==> src/hdl/rnf_pkg.sv <==
// Shared constants, types and helper functions for the radix number formatter.
`default_nettype none

package rnf_pkg;

	// Field and storage sizes
	localparam int INT_BITS        = 48;
	localparam int FRAC_BITS       = 24;
	localparam int MAX_FRAC_PLACES = 6;
	localparam int DIGIT_W         = 4;
	localparam int CHAR_W          = 7;
	localparam int RADIX_W         = 2;
	localparam int PLACES_W        = 3;
	localparam int ADDR_W          = 3;
	localparam int DATA_W          = 32;

	// Base 2 needs one slot per magnitude bit, larger bases need fewer
	localparam int INT_DIGITS = INT_BITS;
	localparam int SLOT_W     = $clog2(INT_DIGITS);
	localparam int PLC_W      = $clog2(MAX_FRAC_PLACES + 1);
	localparam int FIDX_W     = $clog2(MAX_FRAC_PLACES);
	localparam int PROD_W     = FRAC_BITS + DIGIT_W;

	// Character codes
	localparam logic [CHAR_W-1:0] CH_ZERO  = 7'h30;
	localparam logic [CHAR_W-1:0] CH_NINE  = 7'h39;
	localparam logic [CHAR_W-1:0] CH_ALPHA = 7'h41;
	localparam logic [CHAR_W-1:0] CH_HEX_F = 7'h46;
	localparam logic [CHAR_W-1:0] CH_MINUS = 7'h2D;
	localparam logic [CHAR_W-1:0] CH_DOT   = 7'h2E;

	typedef enum logic [RADIX_W-1:0] {
		RADIX_BIN = 2'd0,
		RADIX_OCT = 2'd1,
		RADIX_DEC = 2'd2,
		RADIX_HEX = 2'd3
	} radix_t;

	// Register word index (byte address bit 2)
	typedef enum logic {
		REG_RADIX  = 1'b0,
		REG_PLACES = 1'b1
	} reg_idx_t;

	localparam radix_t               RADIX_RESET  = RADIX_DEC;
	localparam logic [PLACES_W-1:0] PLACES_RESET = 3'd6;

	// Commands to the integer digit converter
	typedef struct packed {
		logic load;
		logic step;
		logic shift;
	} int_ctrl_t;

	// Commands to the fraction digit generator
	typedef struct packed {
		logic load;
		logic shift;
	} frac_ctrl_t;

	// Status from the fraction digit generator
	typedef struct packed {
		logic [DIGIT_W-1:0] digit;
		logic [PLC_W-1:0]   kept;
	} frac_stat_t;

	// Numeric base of a radix code
	function automatic logic [DIGIT_W:0] base_of(input radix_t r);
		logic [DIGIT_W:0] b;
		case (r)
			RADIX_BIN: b = 5'd2;
			RADIX_OCT: b = 5'd8;
			RADIX_DEC: b = 5'd10;
			default:   b = 5'd16;
		endcase
		return b;
	endfunction

	// ASCII glyph of one digit, upper case letters
	function automatic logic [CHAR_W-1:0] glyph(input logic [DIGIT_W-1:0] d);
		logic [CHAR_W-1:0] dx;
		dx = {{(CHAR_W-DIGIT_W){1'b0}}, d};
		if (d < DIGIT_W'(10)) begin
			return CH_ZERO + dx;
		end
		return CH_ALPHA + dx - CHAR_W'(10);
	endfunction

endpackage

`default_nettype wire

==> src/hdl/rnf_int_conv.sv <==
// Bit-serial binary to base-N digit converter with a digit shift-out path.
`default_nettype none

module rnf_int_conv (
	input  wire logic                          clk,
	input  wire rnf_pkg::int_ctrl_t            ctrl,
	input  wire rnf_pkg::radix_t               radix,
	input  wire logic [rnf_pkg::INT_BITS-1:0] mag_in,
	output logic [rnf_pkg::DIGIT_W-1:0]        top_digit
);
	import rnf_pkg::*;

	logic [INT_BITS-1:0]                 mag_q;
	logic [INT_DIGITS-1:0][DIGIT_W-1:0]  digits_q;
	logic [INT_DIGITS-1:0][DIGIT_W-1:0]  digits_nxt;
	logic [INT_DIGITS-1:0]               carry_in;
	logic [INT_DIGITS-1:0]               over;
	logic [INT_DIGITS-1:0][DIGIT_W:0]    twice;
	logic [DIGIT_W:0]                    base;
	logic [DIGIT_W-1:0]                  half;

	assign base = base_of(radix);
	assign half = base[DIGIT_W:1];

	// Double every digit and add the bit shifted in; a digit at or above half the
	// base wraps and carries into the next slot, so no carry ripples through the slots
	always_comb begin
		for (int i = 0; i < INT_DIGITS; i++) begin
			over[i] = digits_q[i] >= half;
		end
		carry_in[0] = mag_q[INT_BITS-1];
		for (int i = 1; i < INT_DIGITS; i++) begin
			carry_in[i] = over[i-1];
		end
		for (int i = 0; i < INT_DIGITS; i++) begin
			twice[i] = {digits_q[i], carry_in[i]};
			if (over[i]) begin
				digits_nxt[i] = DIGIT_W'(twice[i] - base);
			end else begin
				digits_nxt[i] = twice[i][DIGIT_W-1:0];
			end
		end
	end

	// Load, convert one bit per cycle, or shift digits out most significant first
	always_ff @(posedge clk) begin
		if (ctrl.load) begin
			mag_q    <= mag_in;
			digits_q <= '0;
		end else if (ctrl.step) begin
			mag_q    <= {mag_q[INT_BITS-2:0], 1'b0};
			digits_q <= digits_nxt;
		end else if (ctrl.shift) begin
			digits_q <= {digits_q[INT_DIGITS-2:0], {DIGIT_W{1'b0}}};
		end
	end

	assign top_digit = digits_q[INT_DIGITS-1];

endmodule

`default_nettype wire

==> src/hdl/rnf_frac_gen.sv <==
// Fraction digit generator: one multiply-by-base step per cycle, with trim count.
`default_nettype none

module rnf_frac_gen (
	input  wire logic                            clk,
	input  wire logic                            arst_n,
	input  wire rnf_pkg::frac_ctrl_t             ctrl,
	input  wire rnf_pkg::radix_t                 radix,
	input  wire logic [rnf_pkg::PLACES_W-1:0]    places,
	input  wire logic [rnf_pkg::FRAC_BITS-1:0]   frac_in,
	output rnf_pkg::frac_stat_t                  stat
);
	import rnf_pkg::*;

	logic [FRAC_BITS-1:0]                     frac_q;
	logic [MAX_FRAC_PLACES-1:0][DIGIT_W-1:0]  fdig_q;
	logic [PLC_W-1:0]                         cnt_q;
	logic [PLC_W-1:0]                         kept_q;
	logic [PLC_W-1:0]                         limit;
	logic [PROD_W-1:0]                        prod;
	logic [DIGIT_W-1:0]                       digit;
	logic                                     run;

	// Saturate the place count
	always_comb begin
		if (places > PLACES_W'(MAX_FRAC_PLACES)) begin
			limit = PLC_W'(MAX_FRAC_PLACES);
		end else begin
			limit = PLC_W'(places);
		end
	end

	// Multiply by the base with shifts and at most one add
	always_comb begin
		case (radix)
			RADIX_BIN: prod = PROD_W'({frac_q, 1'b0});
			RADIX_OCT: prod = PROD_W'({frac_q, 3'b000});
			RADIX_DEC: prod = PROD_W'({frac_q, 3'b000}) + PROD_W'({frac_q, 1'b0});
			default:   prod = {frac_q, 4'b0000};
		endcase
	end

	assign digit = prod[PROD_W-1:FRAC_BITS];
	assign run   = cnt_q < limit;

	// Count produced digits and remember the position of the last nonzero one
	always_ff @(posedge clk or negedge arst_n) begin
		if (!arst_n) begin
			cnt_q  <= '0;
			kept_q <= '0;
		end else if (ctrl.load) begin
			cnt_q  <= '0;
			kept_q <= '0;
		end else if (run) begin
			cnt_q <= cnt_q + PLC_W'(1);
			if (digit != '0) begin
				kept_q <= cnt_q + PLC_W'(1);
			end
		end
	end

	// Hold the fraction and the digit line; shift digits out toward slot zero
	always_ff @(posedge clk) begin
		if (ctrl.load) begin
			frac_q <= frac_in;
		end else if (run) begin
			frac_q                    <= prod[FRAC_BITS-1:0];
			fdig_q[cnt_q[FIDX_W-1:0]] <= digit;
		end else if (ctrl.shift) begin
			for (int i = 0; i < MAX_FRAC_PLACES - 1; i++) begin
				fdig_q[i] <= fdig_q[i+1];
			end
			fdig_q[MAX_FRAC_PLACES-1] <= '0;
		end
	end

	assign stat.digit = fdig_q[0];
	assign stat.kept  = kept_q;

endmodule

`default_nettype wire

==> src/hdl/rnf_seq.sv <==
// Sequencer: runs the conversion, then emits sign, digits, point and fraction.
`default_nettype none

module rnf_seq (
	input  wire logic                        clk,
	input  wire logic                        arst_n,
	input  wire logic                        start,
	input  wire logic                        sign_in,
	input  wire logic [rnf_pkg::DIGIT_W-1:0] top_digit,
	input  wire rnf_pkg::frac_stat_t         fstat,
	output logic                             busy,
	output rnf_pkg::int_ctrl_t               int_ctrl,
	output rnf_pkg::frac_ctrl_t              frac_ctrl,
	output logic [rnf_pkg::CHAR_W-1:0]       char_code,
	output logic                             strobe,
	output logic                             last
);
	import rnf_pkg::*;

	typedef enum logic [2:0] {
		ST_IDLE,
		ST_CONV,
		ST_SIGN,
		ST_INT,
		ST_DOT,
		ST_FRAC
	} state_t;

	state_t             state_q;
	logic [SLOT_W-1:0]  cnt_q;
	logic [PLC_W-1:0]   fcnt_q;
	logic               lead_q;
	logic               sign_q;
	logic [CHAR_W-1:0]  char_code_q;
	logic               strobe_q;
	logic               last_q;
	logic               accept;
	logic               final_slot;
	logic               show;
	logic               no_frac;

	assign accept     = (state_q == ST_IDLE) && start;
	assign final_slot = cnt_q == '0;
	assign show       = (top_digit != '0) || !lead_q || final_slot;
	assign no_frac    = fstat.kept == '0;

	// Drive the datapath units
	assign int_ctrl.load   = accept;
	assign int_ctrl.step   = state_q == ST_CONV;
	assign int_ctrl.shift  = state_q == ST_INT;
	assign frac_ctrl.load  = accept;
	assign frac_ctrl.shift = state_q == ST_FRAC;

	// State and registered result
	always_ff @(posedge clk or negedge arst_n) begin
		if (!arst_n) begin
			state_q     <= ST_IDLE;
			cnt_q       <= '0;
			fcnt_q      <= '0;
			lead_q      <= 1'b1;
			sign_q      <= 1'b0;
			char_code_q <= '0;
			strobe_q    <= 1'b0;
			last_q      <= 1'b0;
		end else begin
			strobe_q <= 1'b0;
			last_q   <= 1'b0;
			unique case (state_q)
				ST_IDLE: begin
					if (start) begin
						sign_q  <= sign_in;
						cnt_q   <= '0;
						state_q <= ST_CONV;
					end
				end
				ST_CONV: begin
					if (cnt_q == SLOT_W'(INT_BITS - 1)) begin
						cnt_q   <= SLOT_W'(INT_DIGITS - 1);
						lead_q  <= 1'b1;
						state_q <= sign_q ? ST_SIGN : ST_INT;
					end else begin
						cnt_q <= cnt_q + SLOT_W'(1);
					end
				end
				ST_SIGN: begin
					char_code_q <= CH_MINUS;
					strobe_q    <= 1'b1;
					state_q     <= ST_INT;
				end
				ST_INT: begin
					// Drop leading zeros but keep the units digit
					if (show) begin
						char_code_q <= glyph(top_digit);
						strobe_q    <= 1'b1;
						lead_q      <= 1'b0;
						last_q      <= final_slot && no_frac;
					end
					if (final_slot) begin
						state_q <= no_frac ? ST_IDLE : ST_DOT;
					end else begin
						cnt_q <= cnt_q - SLOT_W'(1);
					end
				end
				ST_DOT: begin
					char_code_q <= CH_DOT;
					strobe_q    <= 1'b1;
					fcnt_q      <= '0;
					state_q     <= ST_FRAC;
				end
				ST_FRAC: begin
					char_code_q <= glyph(fstat.digit);
					strobe_q    <= 1'b1;
					if (fcnt_q == fstat.kept - PLC_W'(1)) begin
						last_q  <= 1'b1;
						state_q <= ST_IDLE;
					end else begin
						fcnt_q <= fcnt_q + PLC_W'(1);
					end
				end
				default: begin
					state_q <= ST_IDLE;
				end
			endcase
		end
	end

	assign busy      = state_q != ST_IDLE;
	assign char_code = char_code_q;
	assign strobe    = strobe_q;
	assign last      = last_q;

endmodule

`default_nettype wire

==> src/hdl/radix_number_formatter.sv <==
// Top level of the radix number formatter: register port, converter and sequencer.
//
//  channel  | handshake                          | payload
//  ---------+------------------------------------+----------------------------------
//  input    | start, busy (transfer: start&!busy)| negative, int_magnitude, frac_bits
//  result   | strobe (one cycle, no backpressure)| char_code, last
//  config   | psel, penable, pwrite, pready      | paddr, pwdata, prdata
//
// A number keeps busy high from its transfer through bit-serial base conversion of
// the magnitude, then a 48-slot scan of the digit shift register (leading zeros
// skipped), plus sign, point and up to 6 fraction digits. The final character
// shows in the same cycle as busy drops.
// Fraction digits are made in the first cycles of the conversion.
// Reset (arst_n low) clears the sequencer and restores base 10 with 6 places.
// The receiver cannot stall: each character is shown for exactly one cycle.
`default_nettype none

module radix_number_formatter (
	input  wire logic                           clk,
	input  wire logic                           arst_n,
	input  wire logic                           start,
	output logic                                busy,
	input  wire logic                           negative,
	input  wire logic [rnf_pkg::INT_BITS-1:0]  int_magnitude,
	input  wire logic [rnf_pkg::FRAC_BITS-1:0] frac_bits,
	output logic [rnf_pkg::CHAR_W-1:0]          char_code,
	output logic                                last,
	output logic                                strobe,
	input  wire logic                           psel,
	input  wire logic                           penable,
	input  wire logic                           pwrite,
	input  wire logic [rnf_pkg::ADDR_W-1:0]    paddr,
	input  wire logic [rnf_pkg::DATA_W-1:0]    pwdata,
	output logic [rnf_pkg::DATA_W-1:0]          prdata,
	output logic                                pready
);
	import rnf_pkg::*;

	radix_t               radix_q;
	logic [PLACES_W-1:0]  places_q;
	reg_idx_t             reg_sel;
	logic                 sign_in;
	int_ctrl_t            int_ctrl;
	frac_ctrl_t           frac_ctrl;
	frac_stat_t           fstat;
	logic [DIGIT_W-1:0]   top_digit;

	assign reg_sel = reg_idx_t'(paddr[ADDR_W-1]);
	assign pready  = 1'b1;

	// Register writes on the access phase of a transfer
	always_ff @(posedge clk or negedge arst_n) begin
		if (!arst_n) begin
			radix_q  <= RADIX_RESET;
			places_q <= PLACES_RESET;
		end else if (psel && penable && pwrite && pready) begin
			unique case (reg_sel)
				REG_RADIX:  radix_q  <= radix_t'(pwdata[RADIX_W-1:0]);
				REG_PLACES: places_q <= pwdata[PLACES_W-1:0];
			endcase
		end
	end

	// Register read back
	always_comb begin
		unique case (reg_sel)
			REG_RADIX:  prdata = DATA_W'(radix_q);
			REG_PLACES: prdata = DATA_W'(places_q);
		endcase
	end

	// Negative zero gets no sign
	assign sign_in = negative && ((|int_magnitude) || (|frac_bits));

	rnf_int_conv u_int_conv (
		.clk       (clk),
		.ctrl      (int_ctrl),
		.radix     (radix_q),
		.mag_in    (int_magnitude),
		.top_digit (top_digit)
	);

	rnf_frac_gen u_frac_gen (
		.clk     (clk),
		.arst_n  (arst_n),
		.ctrl    (frac_ctrl),
		.radix   (radix_q),
		.places  (places_q),
		.frac_in (frac_bits),
		.stat    (fstat)
	);

	rnf_seq u_seq (
		.clk       (clk),
		.arst_n    (arst_n),
		.start     (start),
		.sign_in   (sign_in),
		.top_digit (top_digit),
		.fstat     (fstat),
		.busy      (busy),
		.int_ctrl  (int_ctrl),
		.frac_ctrl (frac_ctrl),
		.char_code (char_code),
		.strobe    (strobe),
		.last      (last)
	);

endmodule

`default_nettype wire

==> config.mk <==
export PLATFORM = sky130hd
export DESIGN_NAME = radix_number_formatter
export DESIGN_NICKNAME = d
export VERILOG_FILES = /design/src/hdl/rnf_pkg.sv /design/src/hdl/rnf_int_conv.sv /design/src/hdl/rnf_frac_gen.sv /design/src/hdl/rnf_seq.sv /design/src/hdl/radix_number_formatter.sv
export SDC_FILE = /design/constraint.sdc
export NUM_CORES = 1
export LEC_CHECK = 0
export BUFFER_PORTS_ARGS = -buffer_cell sky130_fd_sc_hd__buf_4
export CORE_MARGIN = 1
export CORE_UTILIZATION = 25
export DETAILED_ROUTE_END_ITERATION = 10
export GPL_TIMING_DRIVEN = 0
export RECOVER_POWER = 25
export SKIP_CTS_REPAIR_TIMING = 1
export SLEW_MARGIN = 20
export SYNTH_ARGS = -nofsm -noshare
export SYNTH_HDL_FRONTEND = slang
export SYNTH_HIERARCHICAL = 1
export SYNTH_SLANG_ARGS = --single-unit
==> constraint.sdc <==
create_clock -name clk -period 3.02 [get_ports clk]
set_input_delay 0.453 -clock clk [delete_from_list [all_inputs] [get_ports clk]]
set_output_delay 0.453 -clock clk [all_outputs]
set_load 0.05 [all_outputs]
==> results.sh, run 1 <==
export IMPL_outcome="finished with violations"
export IMPL_violations="capacitance limit, slew limit, setup timing"
export IMPL_port_buffers=95
export IMPL_cp_start_kind="flop"
export IMPL_gp_congestion=0.8210
export IMPL_endpoint_kind="flop"
export IMPL_slew_headroom=-0.3201
export IMPL_grt_pass1_wl_mm=102.8
export IMPL_yosysTopAreaCellShare=0.1662
export IMPL_grtUsageTotal=0.1330
export IMPL_ys_ff_latch=322
export IMPL_dieHeight_um=306.1
export IMPL_wl_per_cell_um=16.46
export IMPL_routed_wl_met2_mm=28.99
export IMPL_start_util=0.2523
export IMPL_seq_area_frac_synth=0.3279
export IMPL_drive_above_1_share=0.1756
export IMPL_synth_xor_area_frac=0.02863
export IMPL_top_layer="met4"
export IMPL_fin_total_pwr_w=0.03516
export IMPL_ios=157
export IMPL_p_leak_nw=11.71
export IMPL_synthSimpleGateAreaFrac=0.1583
export IMPL_fin_setup_tns_ns=-2.086
export IMPL_root_buffer="clkbuf_16"
export IMPL_rsz0062_at_grt="yes"
export IMPL_synth_compound_gate_area_share=0.2091
export IMPL_grt_pass1_vias=19010
export IMPL_die_w_um=306.1
export IMPL_via_per_inst=5.074
export IMPL_ys_warn_count=6
export IMPL_setup_viol=79
export IMPL_synth_top_family_by_area="compound AO/OA/AOI/OAI gates"
export IMPL_grt_antenna_before_repair=1
export IMPL_path_clk_slew_ns=0.06
export IMPL_coreArea_sq_um=91660
export IMPL_clk_latency_ns=0.57
export IMPL_clock_skew_ns=0.01576
export IMPL_drv_cap=1
export IMPL_cts_sinks=322
export IMPL_routed_wl_mm=64.52
export IMPL_synthTopCellsByArea="dfxtp_1 (17%), edfxtp_1 (12%), ha_1 (12%)"
export IMPL_drcViolationCount=0
export IMPL_drtPass1Iterations=5
export IMPL_critical_path_required_ns=3.34
export IMPL_postLayoutCoreUtil=0.2962
export IMPL_async_reset_ff_frac=0.1056
export IMPL_num_vias=19890
export IMPL_power_density_nw_per_um2=1295
export IMPL_hold_class="input port to flop"
export IMPL_finalCriticalPeriod_ns=3.231
export IMPL_synth_enable_flop_cells=96
export IMPL_n_antenna_cell=0
export IMPL_area_delta_synth_final_pct=17.42
export IMPL_arrival_ns=3.55
export IMPL_crit_fanout=4
export IMPL_setup_ws_ns=-0.2106
export IMPL_row_count=111
export IMPL_synthCells=2513
export IMPL_die_area_sq_um=93710
export IMPL_place_hpwl_mm=45.31
export IMPL_drtIter0Drc=1463
export IMPL_synthMuxAreaShare=0.09042
export IMPL_ir_worst_vdd_mv=0.5396
export IMPL_grt_max_degree=50
export IMPL_grt_overflow=0
export IMPL_maxSlewViolCount=35
export IMPL_fmax_mhz=309.5
export IMPL_worst_pin_slew_ns=1.980
export IMPL_ys_types=88
export IMPL_wl_met1_mm=31.07
export IMPL_cts_tree="yes"
export IMPL_criticalPathCategory="flop to flop"
export IMPL_hold_viol_final=0
export IMPL_synth_ff_type="dfxtp_1"
export IMPL_syn_area_per_cell_sq_um=9.201
export IMPL_cts_buffers=40
export IMPL_finalCritPeriodShare=1.070
export IMPL_syn_area_sq_um=23120
export IMPL_fin_nets=3046
export IMPL_wl_met3_mm=3.209
export IMPL_h_tree_depth=2
export IMPL_synth_adder_area_share=0.1248
export IMPL_clockBufferDepth=3
export IMPL_ant_nets=0
export IMPL_yosysTopAreaCell="dfxtp_1"
-- metrics by stage --
stage | worst slack (ns) | cell area [sq um] | hold WS (ns) | instances
CTS | -0.9223 | 26910 | -0.1670 | 3899
global route | -0.3242 | 27150 | 0.1030 | 3920
floorplan | 0.02668 | 23240 | 0.1574 | 2541
finish | -0.2106 | 27150 | 0.1247 | 3920
global placement | -1.490 | 25440 | 0.4456 | 3822
detailed placement | -0.9182 | 25520 | 0.4472 | 3825
-- layout make-up --
type | count | area (sq um)
clock inverters | 23 | 274.0
flip-flops and latches | 322 | 7582
repair buffers | 118 | 912.1
inverters | 138 | 534.3
clock buffers | 51 | 1114
multi-input cells | 1911 | 14360
fillers | 9652 | 64510
well taps | 1186 | 1484
plain buffers | 171 | 894.6
-- power by group --
group / leakage (nW) / total, W / switching (W) / internal (W)
Combinational: 8.03 / 0.0210 / 0.0118 / 0.00915
Sequential: 2.99 / 0.00903 / 0.00167 / 0.00737
Clock: 0.685 / 0.00515 / 0.00202 / 0.00313
Total: 11.7 / 0.0352 / 0.0155 / 0.0196
-- synth_stat cells, types with 48 or more instances --
library cell	n
o211ai_1	57
mux2_2	109
o311a_1	48
ha_1	229
dfxtp_1	192
a21o_1	56
o311ai_0	83
edfxtp_1	96
clkbuf_1	86
inv_1	133
nor2_1	99
nand2b_1	55
mux2i_1	57
nand2_1	317
or2_2	51
a211oi_1	59
o21ai_0	83
a21oi_1	156
or4_1	95
xor2_1	55
-- registers in the layout (all words and copies together) (netlist names) --
signal / flops
u_seq/lead_q: 1
radix_q: 2
u_seq/sign_q: 1
u_frac_gen/fdig_q: 20
u_seq/strobe: 1
u_seq/last: 1
u_frac_gen/frac_q: 24
u_int_conv/digits_q: 188
u_seq/state_q: 3
u_int_conv/mag_q: 48
u_frac_gen/stat: 4
u_frac_gen/kept_q: 3
u_seq/char_code: 7
u_frac_gen/cnt_q: 3
u_seq/cnt_q: 6
u_seq/fcnt_q: 3
places_q: 3
u_int_conv/top_digit: 4
-- metal layers --
metal,up-vias,GRT usage
met4,0,0.03500
met5,-,0
met2,475,0.2126
li1,9789,-
met3,76,0.02018
met1,9551,0.1855
-- logic make-up (layout without fill, tap and decap cells) --
logic type	after synthesis	count (layout)
buf+inv	309	501
xor+xnor	74	74
compound gates	677	677
other cells	2	30
simple gates	720	721
flops	322	322
fa+ha+maj	230	230
mux	179	179
-- cells in the final DEF, fill, tap and decap left out, drive strengths merged, types with 48 or more instances in the layout --
cell / Yosys / layout
a211oi: 59 / 59
a21o: 57 / 57
a21oi: 158 / 158
buf: 85 / 185
clkbuf: 86 / 154
dfxtp: 192 / 192
edfxtp: 96 / 96
ha: 229 / 229
inv: 136 / 135
mux2: 109 / 109
mux2i: 57 / 57
nand2: 318 / 318
nand2b: 57 / 57
nor2: 102 / 102
o211ai: 57 / 57
o21ai: 105 / 105
o311a: 48 / 48
o311ai: 97 / 97
or2: 52 / 53
or4: 95 / 95
xor2: 55 / 55
-- worst paths after layout --
kind	start	end	slack [ns]	depth (start not counted)
min in group asynchronous	arst_n	u_seq/fcnt_q[1]	1.00	2
worst max-delay path	u_frac_gen/frac_q[2]	u_frac_gen/frac_q[23]	-0.21	12
worst min register to register	u_seq/char_code[6]	u_seq/char_code[6]	0.49	1
worst max register to register	u_frac_gen/frac_q[2]	u_frac_gen/frac_q[23]	-0.21	12
worst min-delay path	pwdata[2]	places_q[2]	0.12	2
max in group asynchronous	arst_n	u_seq/cnt_q[1]	0.87	2
-- worst max-delay path, stage by stage, from the launching register on --
cell      delay, ns
edfxtp_1       0.46
ha_2           0.23
inv_2          0.06
fa_2           0.20
nor2b_1        0.06
o31a_1         0.34
o311ai_4       0.33
nand2_2        0.12
a41oi_4        0.25
o21ai_2        0.08
xor2_1         0.13
mux4_2         0.46
mux2_4         0.26
Power figures use the tool's default switching activity.
==> inputs of run 2 (changes only) <==
==> constraint.sdc (replaced) <==
create_clock -name clk -period 3.02 [get_ports clk]
set_input_delay 0.302 -clock clk [delete_from_list [all_inputs] [get_ports clk]]
set_output_delay 0.302 -clock clk [all_outputs]
set_load 0.05 [all_outputs]
==> results.sh, run 2 (synthesized netlist as in run 1, its figures left out) <==
export IMPL_outcome="finished with violations"
export IMPL_violations="capacitance limit, slew limit, setup timing"
export IMPL_gr_usage_met2=0.2126
export IMPL_crit_start="u_frac_gen/frac_q[2]"
export IMPL_drive_above_1_share=0.1754
export IMPL_finalCriticalPeriod_ns=3.236
export IMPL_hold_class="input port to flop"
export IMPL_holdWs_ns=0.02019
export IMPL_grt_pass1_wl_mm=102.8
export IMPL_grt_antenna_before_repair=1
export IMPL_area_delta_synth_final_pct=17.55
export IMPL_cts_buffers=40
export IMPL_fin_cells=3923
export IMPL_dieHeight_um=306.1
export IMPL_r2r_end="u_frac_gen/frac_q[23]"
export IMPL_row_count=111
export IMPL_via_per_inst=5.069
export IMPL_path_clk_slew_ns=0.06
export IMPL_drcViolationCount=0
export IMPL_ff2ff_setup_slack_ns=-0.22
export IMPL_final_cell_mix="nand2_1 (315), ha_1 (226), dfxtp_1 (192), a21oi_1 (154), buf_4 (138)"
export IMPL_grt_busiest_layer="met2"
export IMPL_endpoint_kind="flop"
export IMPL_cts_sinks=322
export IMPL_power_density_nw_per_um2=1294
export IMPL_n_antenna_cell=0
export IMPL_slew_headroom=-0.2756
export IMPL_worstReg2RegStart="u_frac_gen/frac_q[2]"
export IMPL_critical_path_required_ns=3.34
export IMPL_slowest_stage="edfxtp_1"
export IMPL_root_buffer="clkbuf_16"
export IMPL_final_common_cell="nand2_1"
export IMPL_num_vias=19890
export IMPL_rsz0062_at_grt="yes"
export IMPL_place_hpwl_mm=45.31
export IMPL_max_stage_delay_ns=0.46
export IMPL_worst_pin_slew_ns=1.913
export IMPL_criticalPathCategory="flop to flop"
export IMPL_crit_fanout=4
export IMPL_grt_overflow=0
export IMPL_clockBufferDepth=3
export IMPL_met3_usage=0.02018
export IMPL_reg2reg_depth=12
export IMPL_hold_viol_final=0
export IMPL_use_met1=0.1855
export IMPL_ant_nets=0
export IMPL_placed_cell_area_sq_um=25520
export IMPL_largest_registers="u_int_conv/digits_q x188, u_int_conv/mag_q x48, u_frac_gen/frac_q x24"
export IMPL_dpl_cell_count=3825
export IMPL_largest_reg_flops=188
export IMPL_cp_cell_sequence="ha_2 > inv_2 > fa_2 > nor2b_1 > o31a_1 > o311ai_4 > nand2_2 > a41oi_4 > o21ai_2 > xor2_1 > mux4_2 > mux2_4"
export IMPL_largest_register="u_int_conv/digits_q"
export IMPL_fin_total_pwr_w=0.03517
export IMPL_p_leak_nw=11.72
export IMPL_coreArea_sq_um=91660
export IMPL_cp_start_kind="flop"
export IMPL_wl_per_cell_um=16.48
export IMPL_drtPass1Iterations=8
export IMPL_setup_worst_path_end="u_frac_gen/frac_q[23]"
export IMPL_fin_nets=3049
export IMPL_setup_ws_ns=-0.2162
export IMPL_maxSlewViolCount=35
export IMPL_die_area_sq_um=93710
export IMPL_grt_max_degree=50
export IMPL_cts_tree="yes"
export IMPL_fmax_mhz=309.0
export IMPL_h_tree_depth=2
export IMPL_final_area_sq_um=27180
export IMPL_ios=157
export IMPL_clk_latency_ns=0.57
export IMPL_clock_skew_ns=0.01445
export IMPL_drtIter0Drc=1328
export IMPL_grt_pass1_vias=19010
export IMPL_dp_slack_ns=-0.9182
export IMPL_gp_congestion=0.8210
export IMPL_port_buffers=95
export IMPL_grtUsageTotal=0.1330
export IMPL_drv_cap=1
export IMPL_finalCritPeriodShare=1.072
export IMPL_routed_wl_mm=64.63
export IMPL_arrival_ns=3.55
export IMPL_setup_viol=79
export IMPL_start_util=0.2523
export IMPL_die_w_um=306.1
export IMPL_ir_worst_vdd_mv=0.5411
## run 2: worst min-delay path by stage
stage | startpoint | to | depth (start not counted)
3_5_place_dp | arst_n | radix_q[0] | 1
5_1_grt | frac_bits[14] | u_frac_gen/frac_q[14] | 3
2_1_floorplan | arst_n | places_q[0] | 0
3_3_place_gp | arst_n | radix_q[0] | 1
4_1_cts | arst_n | u_seq/char_code[4] | 1
6_report | frac_bits[14] | u_frac_gen/frac_q[14] | 3
## run 2: final cells by class
| type | count | area (sq um) |
|---|---|---|
| buffer | 171 | 894.6 |
| clock buffer | 51 | 1114 |
| clock inverter | 23 | 274.0 |
| fill | 9646 | 64480 |
| inverter | 138 | 534.3 |
| multi-input combinational | 1911 | 14360 |
| sequential | 322 | 7582 |
| tap | 1186 | 1484 |
| timing repair buffer | 121 | 942.2 |
## run 2: metrics by stage
stage,utilization,TNS (ns)
floorplan,-,0
global placement,0.2775,-324.75
detailed placement,0.2785,-188.61
CTS,0.2936,-195.51
global route,0.2965,-37.46
finish,0.2965,-2.119
## run 2: where the power goes
| group | switching (W) | internal (W) |
|---|---|---|
| clock network | 0.00202 | 0.00313 |
| registers | 0.00167 | 0.00737 |
| logic | 0.0118 | 0.00915 |
## run 2: critical path: cells and delay by family (launching register included)
| family | cells | cell delay (ns) |
|---|---|---|
| compound gates | 4 | 1.00 |
| mux | 2 | 0.72 |
| flops | 1 | 0.46 |
| fa+ha+maj | 2 | 0.43 |
| simple gates | 2 | 0.18 |
| xor+xnor | 1 | 0.13 |
| buf+inv | 1 | 0.06 |
## run 2: per-layer routing
layer,part of all wire,vias to the layer above
li1,-,9793
met1,0.48,9536
met2,0.45,480
met3,0.050,76
met4,0.019,0
met5,0,-
